**config.mk**
```make
export PLATFORM = sky130hd
export DESIGN_NAME = xxh_front
export DESIGN_NICKNAME = d
export VERILOG_FILES = /design/src/sv/xxh_pkg.sv /design/src/sv/xxh_front.sv
export SDC_FILE = /design/constraint.sdc
export NUM_CORES = 1
export LEC_CHECK = 0
export ABC_AREA = 1
export BUFFER_PORTS_ARGS = -buffer_cell sky130_fd_sc_hd__buf_2
export CAP_MARGIN = 20
export CORE_ASPECT_RATIO = 1.1
export CORE_MARGIN = 2
export CORE_UTILIZATION = 57
export DETAILED_ROUTE_END_ITERATION = 6
export PLACE_DENSITY = 0.95
export RECOVER_POWER = 100
export SYNTH_ARGS = -nofsm -noshare
export SYNTH_HDL_FRONTEND = slang
export SYNTH_SLANG_ARGS = --single-unit
```
**constraint.sdc**
```tcl
create_clock -name clk -period 7.8 [get_ports clk]
set_input_delay 1.17 -clock clk [delete_from_list [all_inputs] [get_ports clk]]
set_output_delay 1.17 -clock clk [all_outputs]
set_load 0.01 [all_outputs]
```
**src/sv/xxh_pkg.sv**
```systemverilog
// Shared types, constants and helpers for the XXH64 stream hash.
package xxh_pkg;

	localparam logic [63:0] P1 = 64'h9E3779B185EBCA87;
	localparam logic [63:0] P2 = 64'hC2B2AE3D27D4EB4F;
	localparam logic [63:0] P3 = 64'h165667B19E3779F9;
	localparam logic [63:0] P4 = 64'h85EBCA77C2B2AE63;
	localparam logic [63:0] P5 = 64'h27D4EB2F165667C5;

	localparam int STRIPE_BYTES = 32;
	localparam int LANES = STRIPE_BYTES / 8;
	localparam int LANE_IDX_W = $clog2(LANES);

	localparam logic [3:0] FULL_LANE_BYTES = 4'd8;

	// One queued beat from the front end: count already normalized, data masked.
	typedef struct packed {
		logic [63:0] data;
		logic [3:0]  cnt;
		logic        last;
	} item_t;

	typedef enum logic [4:0] {
		ST_IDLE,
		ST_RND_A,
		ST_RND_B,
		ST_FIN,
		ST_MRG_A,
		ST_MRG_B,
		ST_MRG_C,
		ST_TAIL,
		ST_TAIL_A,
		ST_TAIL_B,
		ST_TAIL_C,
		ST_WORD_A,
		ST_WORD_B,
		ST_BYTE_A,
		ST_BYTE_B,
		ST_AVL_A,
		ST_AVL_B,
		ST_OUT
	} state_t;

	function automatic logic [63:0] rotl(input logic [63:0] x, input int n);
		rotl = (x << n) | (x >> (64 - n));
	endfunction

endpackage

```
**src/sv/xxh_front.sv**
```systemverilog
// Input front end: normalizes each beat and queues it for the hash engine.
module xxh_front (
	input  logic                clk,
	input  logic                arst_n,
	input  logic                push,
	output logic                full,
	input  logic [63:0]         lane_data,
	input  logic [3:0]          byte_count,
	input  logic                last,
	output logic                item_valid,
	output xxh_pkg::item_t      item,
	input  logic                item_pop
);
	import xxh_pkg::*;

	item_t       fifo_q [2];
	logic        wr_ptr_q;
	logic        rd_ptr_q;
	logic [1:0]  fill_q;
	item_t       norm;
	logic        do_push;
	logic        do_pop;

	// Non-last beats and counts above eight are full lanes; mask unused bytes.
	always_comb begin
		norm.last = last;
		norm.cnt  = (!last || byte_count > FULL_LANE_BYTES) ? FULL_LANE_BYTES : byte_count;
		for (int b = 0; b < 8; b++) begin
			norm.data[8*b +: 8] = (4'(b) < norm.cnt) ? lane_data[8*b +: 8] : 8'h00;
		end
	end

	assign full       = (fill_q == 2'd2);
	assign item_valid = (fill_q != 2'd0);
	assign item       = fifo_q[rd_ptr_q];
	assign do_push    = push && !full;
	assign do_pop     = item_pop && item_valid;

	always_ff @(posedge clk or negedge arst_n) begin
		if (!arst_n) begin
			wr_ptr_q <= 1'b0;
			rd_ptr_q <= 1'b0;
			fill_q   <= 2'd0;
		end else begin
			if (do_push) wr_ptr_q <= ~wr_ptr_q;
			if (do_pop)  rd_ptr_q <= ~rd_ptr_q;
			fill_q <= fill_q + {1'b0, do_push} - {1'b0, do_pop};
		end
	end

	always_ff @(posedge clk) begin
		if (do_push) fifo_q[wr_ptr_q] <= norm;
	end

	a_fill_max: assert property (@(posedge clk) disable iff (!arst_n) fill_q != 2'd3)
		else $error("queue fill out of range");
	a_fill_track: assert property (@(posedge clk) disable iff (!arst_n)
		(do_push && !do_pop) |=> fill_q == $past(fill_q) + 2'd1)
		else $error("queue fill did not grow on push");
	a_ptrs: assert property (@(posedge clk) disable iff (!arst_n)
		(fill_q == 2'd0 || fill_q == 2'd2) |-> wr_ptr_q == rd_ptr_q)
		else $error("queue pointers disagree with fill");
endmodule

```
==> results of run 1 <==
cell usage in the layout (no fill, tap or decap), types with 4 or more instances in the layout:
cell type,Yosys,layout
a21boi_0,8,8
buf_2,9,71
bufinv_16,0,4
clkbuf_1,7,76
clkbuf_16,0,16
clkinv_1,0,6
edfxtp_1,138,138
inv_1,67,67
nand2_1,243,246
nand3_1,3,5
nor2_1,37,38
cell families after synthesis:
family	count (synthesis)	synth area share [%]
flops	142	71.82
buf+inv	87	5.886
compound gates	11	1.461
fa+ha+maj	2	0.4234
simple gates	295	20.41
sequential cells by signal, summed over array words and instances (netlist names):
signal	flops
fifo_q	138
fill_q	2
rd_ptr_q	1
wr_ptr_q	1
cell usage after synthesis, drive strengths merged:
cell type / number
a21oi: 2
a21boi: 8
nand3: 5
o21ai: 1
or2: 1
ha: 2
dfrtp: 4
edfxtp: 138
nor2: 40
clkbuf: 7
nand2: 249
inv: 70
buf: 10
stage by stage:
| stage | util [%] | worst slack [ns] | hold slack (ns) | instance area, µm² | total power, mW |
|---|---|---|---|---|---|
| 6_report | 71.47 | 3.078 | 0.4777 | 7136 | 2.682 |
| 5_1_grt | 71.47 | 2.815 | 0.4726 | 7136 | 2.825 |
| 4_1_cts | 73.47 | 4.664 | 0.4355 | 7336 | 2.734 |
| 3_5_place_dp | 67.54 | 5.079 | 0.4829 | 6744 | 1.933 |
| 3_3_place_gp | 67.34 | 4.996 | 0.4658 | 6724 | 1.888 |
| 2_1_floorplan | - | 3.109 | 0.4497 | 5909 | 1.600 |
critical path, stage by stage (launching register included):
cell and delay [ns]:
dfrtp_2 0.39, inv_1 0.62, clkbuf_1 1.46, nand2_1 0.15, nand2_1 0.19, clkbuf_1 0.21
where the power goes:
group          switching (mW)  leakage (nW)  internal [mW]
registers              0.0438          1.34           1.07
logic                   0.559          1.61          0.205
clock network           0.287         0.284          0.513
cell type report:
class | instances | area [µm²]
inverter | 70 | 265.3
clock buffer | 18 | 417.9
fill | 705 | 2849
multi-input combinational | 308 | 1239
timing repair buffer | 147 | 644.4
sequential | 142 | 4245
tap | 120 | 150.1
clock inverter | 14 | 173.9
final timing paths:
path	end	startpoint	cells past startpoint	slack, ns
max in group asynchronous	rd_ptr_q	arst_n	1	7.12
min in group clk	wr_ptr_q	wr_ptr_q	2	0.50
worst min-delay path	wr_ptr_q	arst_n	1	0.48
worst max register to register	fifo_q[1][54]	fill_q[1]	4	3.73
worst min register to register	wr_ptr_q	wr_ptr_q	2	0.50
worst max-delay path	item[14]	rd_ptr_q	5	3.08
layer usage:
metal	GRT usage [%]	vias to the layer above
met2	37.97	180
met5	0	-
met4	9.640	2
met1	27.96	1879
met3	5.549	21
li1	-	2003
==> results.cfg, run 1 <==
[status]
status = finished with violations
violations = max-capacitance violations, max-slew violations

[routing]
route.detailed.drc = 0
wl_met1_um = 4891
wl_met3_um = 879
drtAntennaViolNets = 0
wl_met2_um = 6394
num_vias = 4085
wirelength_um = 12410
dr.pass1.iters = 5
wl_per_cell_um = 15.15
highest_layer = met5
vias_per_cell = 4.988
drt_iter0_markers = 309

[yosys]
ys_types = 24
synthesis.area_um2 = 5909
synth.avg_cell_area_um2 = 11.00
synth_top_cell_by_area = edfxtp_1
yosys_warnings = 0
synth_top_area_share_pct = 70.12
synth-seq-cells = 142
yosys-top-cells-area = edfxtp_1, nand2_1, inv_1
synth.yosys.seq_area_share_pct = 71.82
syn_nets = 612
syn_inst = 537

[global_route]
grt_usage_pct = 22.71
antenna_found_initial = 1
grt_first_pass_wirelength_um = 19210
grt_start_max_net_pins = 71
grt_overflow_total = 0
grt_pass1_vias = 4133

[clocking]
cts.hold.buffers_added = 0
htreeDepth = 4
clk_latency_ns = 0.51
cts_tree = yes
ctsResizeCount = 0
clkSlewWorstSetupHoldPaths_ns = 0.06
post-cts-setup-buffer-count = 0
clk_path_buf_depth = 2
clock-root-buffer = clkbuf_8
numCtsBuffers = 17
cts.sinks = 142

[floorplan]
io-pin-count = 144
start_util_pct = 59.19
placementRows = 38
coreArea_um2 = 9985
die_area_um2 = 11200
fp.dieW_um = 101.1
die_y_um = 110.8

[layout]
n_antenna_cell = 0
drive_above_1_share_pct = 15.31
finalNetCount = 761
instances_no_fill = 819
area_growth_pct = 20.75

[sta]
tns_ns = 0
finalCriticalPeriod_ns = 4.722
drv_slew = 205
hold_viol_final = 0
slew_headroom_pct = -160.4
clock_skew_ns = 0.006093
fin_crit_sh_pct = 60.54
worstMarginPinSlew_ns = 3.905
setup_viol = 0
grt_setup_unrepaired = false
clock.fmax_mhz = 211.8

[setup_path]
cp.required_ns = 6.63
arrival_ns = 3.55
endpoint_kind = primary output
cp_max_fo = 42
critical_path.startpoint_type = register
crit_type = register to primary output

[place]
hpwl_um = 7810
place_congestion = 0.7732
portBuffers = 143
placedCellCount = 787

[pwr]
powerDensity_nw_per_um2 = 375.9
vdd_drop_max_uv = 196.3
power_leakage_nw = 3.238

[run]
cap_violations = 4

[min_path]
min_path_type = input pin to asynchronous set/reset pin
No activity file was read; power rests on OpenSTA's default activity.
==> run 2: changes to the inputs <==
- CORE_UTILIZATION: 57 -> 48
- PLACE_DENSITY: 0.95 -> 0.87
- clock period: 7.8 -> 4 ns (I/O delays scaled with it)
==> run 2 against run 1 <==
  * Largest cell class unchanged
  * The flow still finishes with violations (max-capacitance violations, max-slew violations)
  * Count of clock-buffer cells in the layout is the same
  * Die area grew 18%
  * Setup slack got worse by 2.1 ns
  * Non-clock buffer count increased by 3
  * Design area increased by 1.8%
  * Highest routed layer is now met4
  * Largest power group unchanged
  * Sequential share of layout area decreased by 1.0 points
  * Via count rose by 0.20%
==> results.cfg, run 2 (synthesis gave the netlist of run 1 again) <==
[setup_path]
endpoint_kind = primary output
startpoint = rd_ptr_q
cp_max_fo = 36
critical_path.startpoint_type = register
r2r_start = fill_q[1]
cp.required_ns = 3.40
crit_type = register to primary output
arrival_ns = 2.47

[place]
place_ws_ns = 1.743
place_congestion = 0.7669
placed_area_um2 = 6782
placedCellCount = 822
portBuffers = 143
hpwl_um = 7638

[routing]
num_vias = 4093
dr.pass1.iters = 4
vias_per_cell = 4.782
route.detailed.drc = 0
drtAntennaViolNets = 0
wl_per_cell_um = 13.99
wirelength_um = 11980
drt_iter0_markers = 187

[clocking]
clkSlewWorstSetupHoldPaths_ns = 0.06
clock-root-buffer = clkbuf_16
clk_latency_ns = 0.41
cts.hold.buffers_added = 1
cts_tree = yes
htreeDepth = 4
post-cts-setup-buffer-count = 0
ctsResizeCount = 0
cts.sinks = 142
clk_path_buf_depth = 2
numCtsBuffers = 17

[sta]
grt_setup_unrepaired = false
clock.fmax_mhz = 326.1
hold_viol_final = 0
setup_slack_ns = 0.9334
clock_skew_ns = 0.005786
slew_headroom_pct = -48.12
fin_crit_sh_pct = 76.67
timing.hold.ws_ns = 0.4670
finalCriticalPeriod_ns = 3.067
tns_ns = 0
setup_viol = 0
drv_slew = 131
worstMarginPinSlew_ns = 2.222

[min_path]
hp-start = push
min_path_type = input pin to register

[floorplan]
die_y_um = 120.4
placementRows = 42
coreArea_um2 = 12030
fp.dieW_um = 109.8
die_area_um2 = 13220
io-pin-count = 144
start_util_pct = 49.11

[status]
status = finished with violations
violations = max-capacitance violations, max-slew violations

[layout]
seq_area_um2 = 4245
largest_reg_flops = 138
multi_input_area_um2 = 1295
design_area_um2 = 7263
fin_util_pct = 60.36
area_growth_pct = 22.91
layout.cells.most_common = nand2_1
finalNetCount = 764
n_antenna_cell = 0
instances_no_fill = 856
final_cell_mix = nand2_1, edfxtp_1, clkbuf_1, buf_2, inv_1
drive_above_1_share_pct = 16.81
top_register = fifo_q
top_regs = fifo_q: 138 flops, fill_q: 2 flops
fillers = 1017

[global_route]
grt_first_pass_wirelength_um = 18030
grt_overflow_total = 0
grt_usage_pct = 18.70
antenna_found_initial = 0
grt_start_max_net_pins = 71
grt_pass1_vias = 3855

[pwr]
powerDensity_nw_per_um2 = 713.1
vdd_drop_max_uv = 329.3
p_int_mw = 3.444
power.switching_mw = 1.735
combPwrFrac_pct = 28.3
power.total_mw = 5.180
power_leakage_nw = 3.261
p_sw_share_pct = 33.50
p_clk_share_pct = 30.2
p_seq_share_pct = 41.5

[run]
cap_violations = 3
==> run 2: cell count changes in the layout (fill, tap and decap cells not counted), sizes merged <==
cell / delta
dlygate4sd3: +1
bufinv: -1
clkbuf: +1
clkinvlp: +3
clkinv: -5
buf: +1
inv: +3
==> run 2: path summary, 6_finish.rpt <==
check                                 to  slack, ns  cells after the start
max                             item[10]       0.93                      5
min                             wr_ptr_q       0.47                      3
max reg2reg                fifo_q[0][36]       0.97                      6
min reg2reg                     wr_ptr_q       0.49                      2
max in group asynchronous       rd_ptr_q       3.22                      2
min in group asynchronous       rd_ptr_q       0.58                      2
==> run 2: cell type report <==
class / instances / share of cell area (%)
inverters: 70 / 3.652
well taps: 154 / 2.653
clock buffers: 18 / 5.909
flip-flops and latches: 142 / 58.45
multi-input cells: 308 / 17.83
clock inverters: 14 / 2.326
repair buffers: 150 / 9.182
==> run 2: critical path, cell delays in order, from the launching register on <==
cell and delay, ns:
dfrtp_2 0.40, inv_1 0.77, buf_4 0.49, nand2_1 0.12
nand2_1 0.09, clkbuf_1 0.17
==> run 2: power by group through the flow <==
stage / sequential [mW] / combinational [mW] / clock [mW]
finish: 2.15 / 1.47 / 1.57
global route: 2.18 / 1.65 / 1.66
CTS: 2.14 / 1.59 / 1.59
detailed placement: 2.16 / 1.58 / 0
global placement: 2.15 / 1.56 / 0
floorplan: 2.15 / 0.961 / 0
==> run 2: layer usage <==
layer | GRT usage [%] | wire [µm] | up-vias
met5 | 0 | 0 | -
met4 | 6.092 | 99 | 0
met3 | 5.229 | 842 | 9
met2 | 32.40 | 6203 | 164
met1 | 22.26 | 4829 | 1906
li1 | - | - | 2014
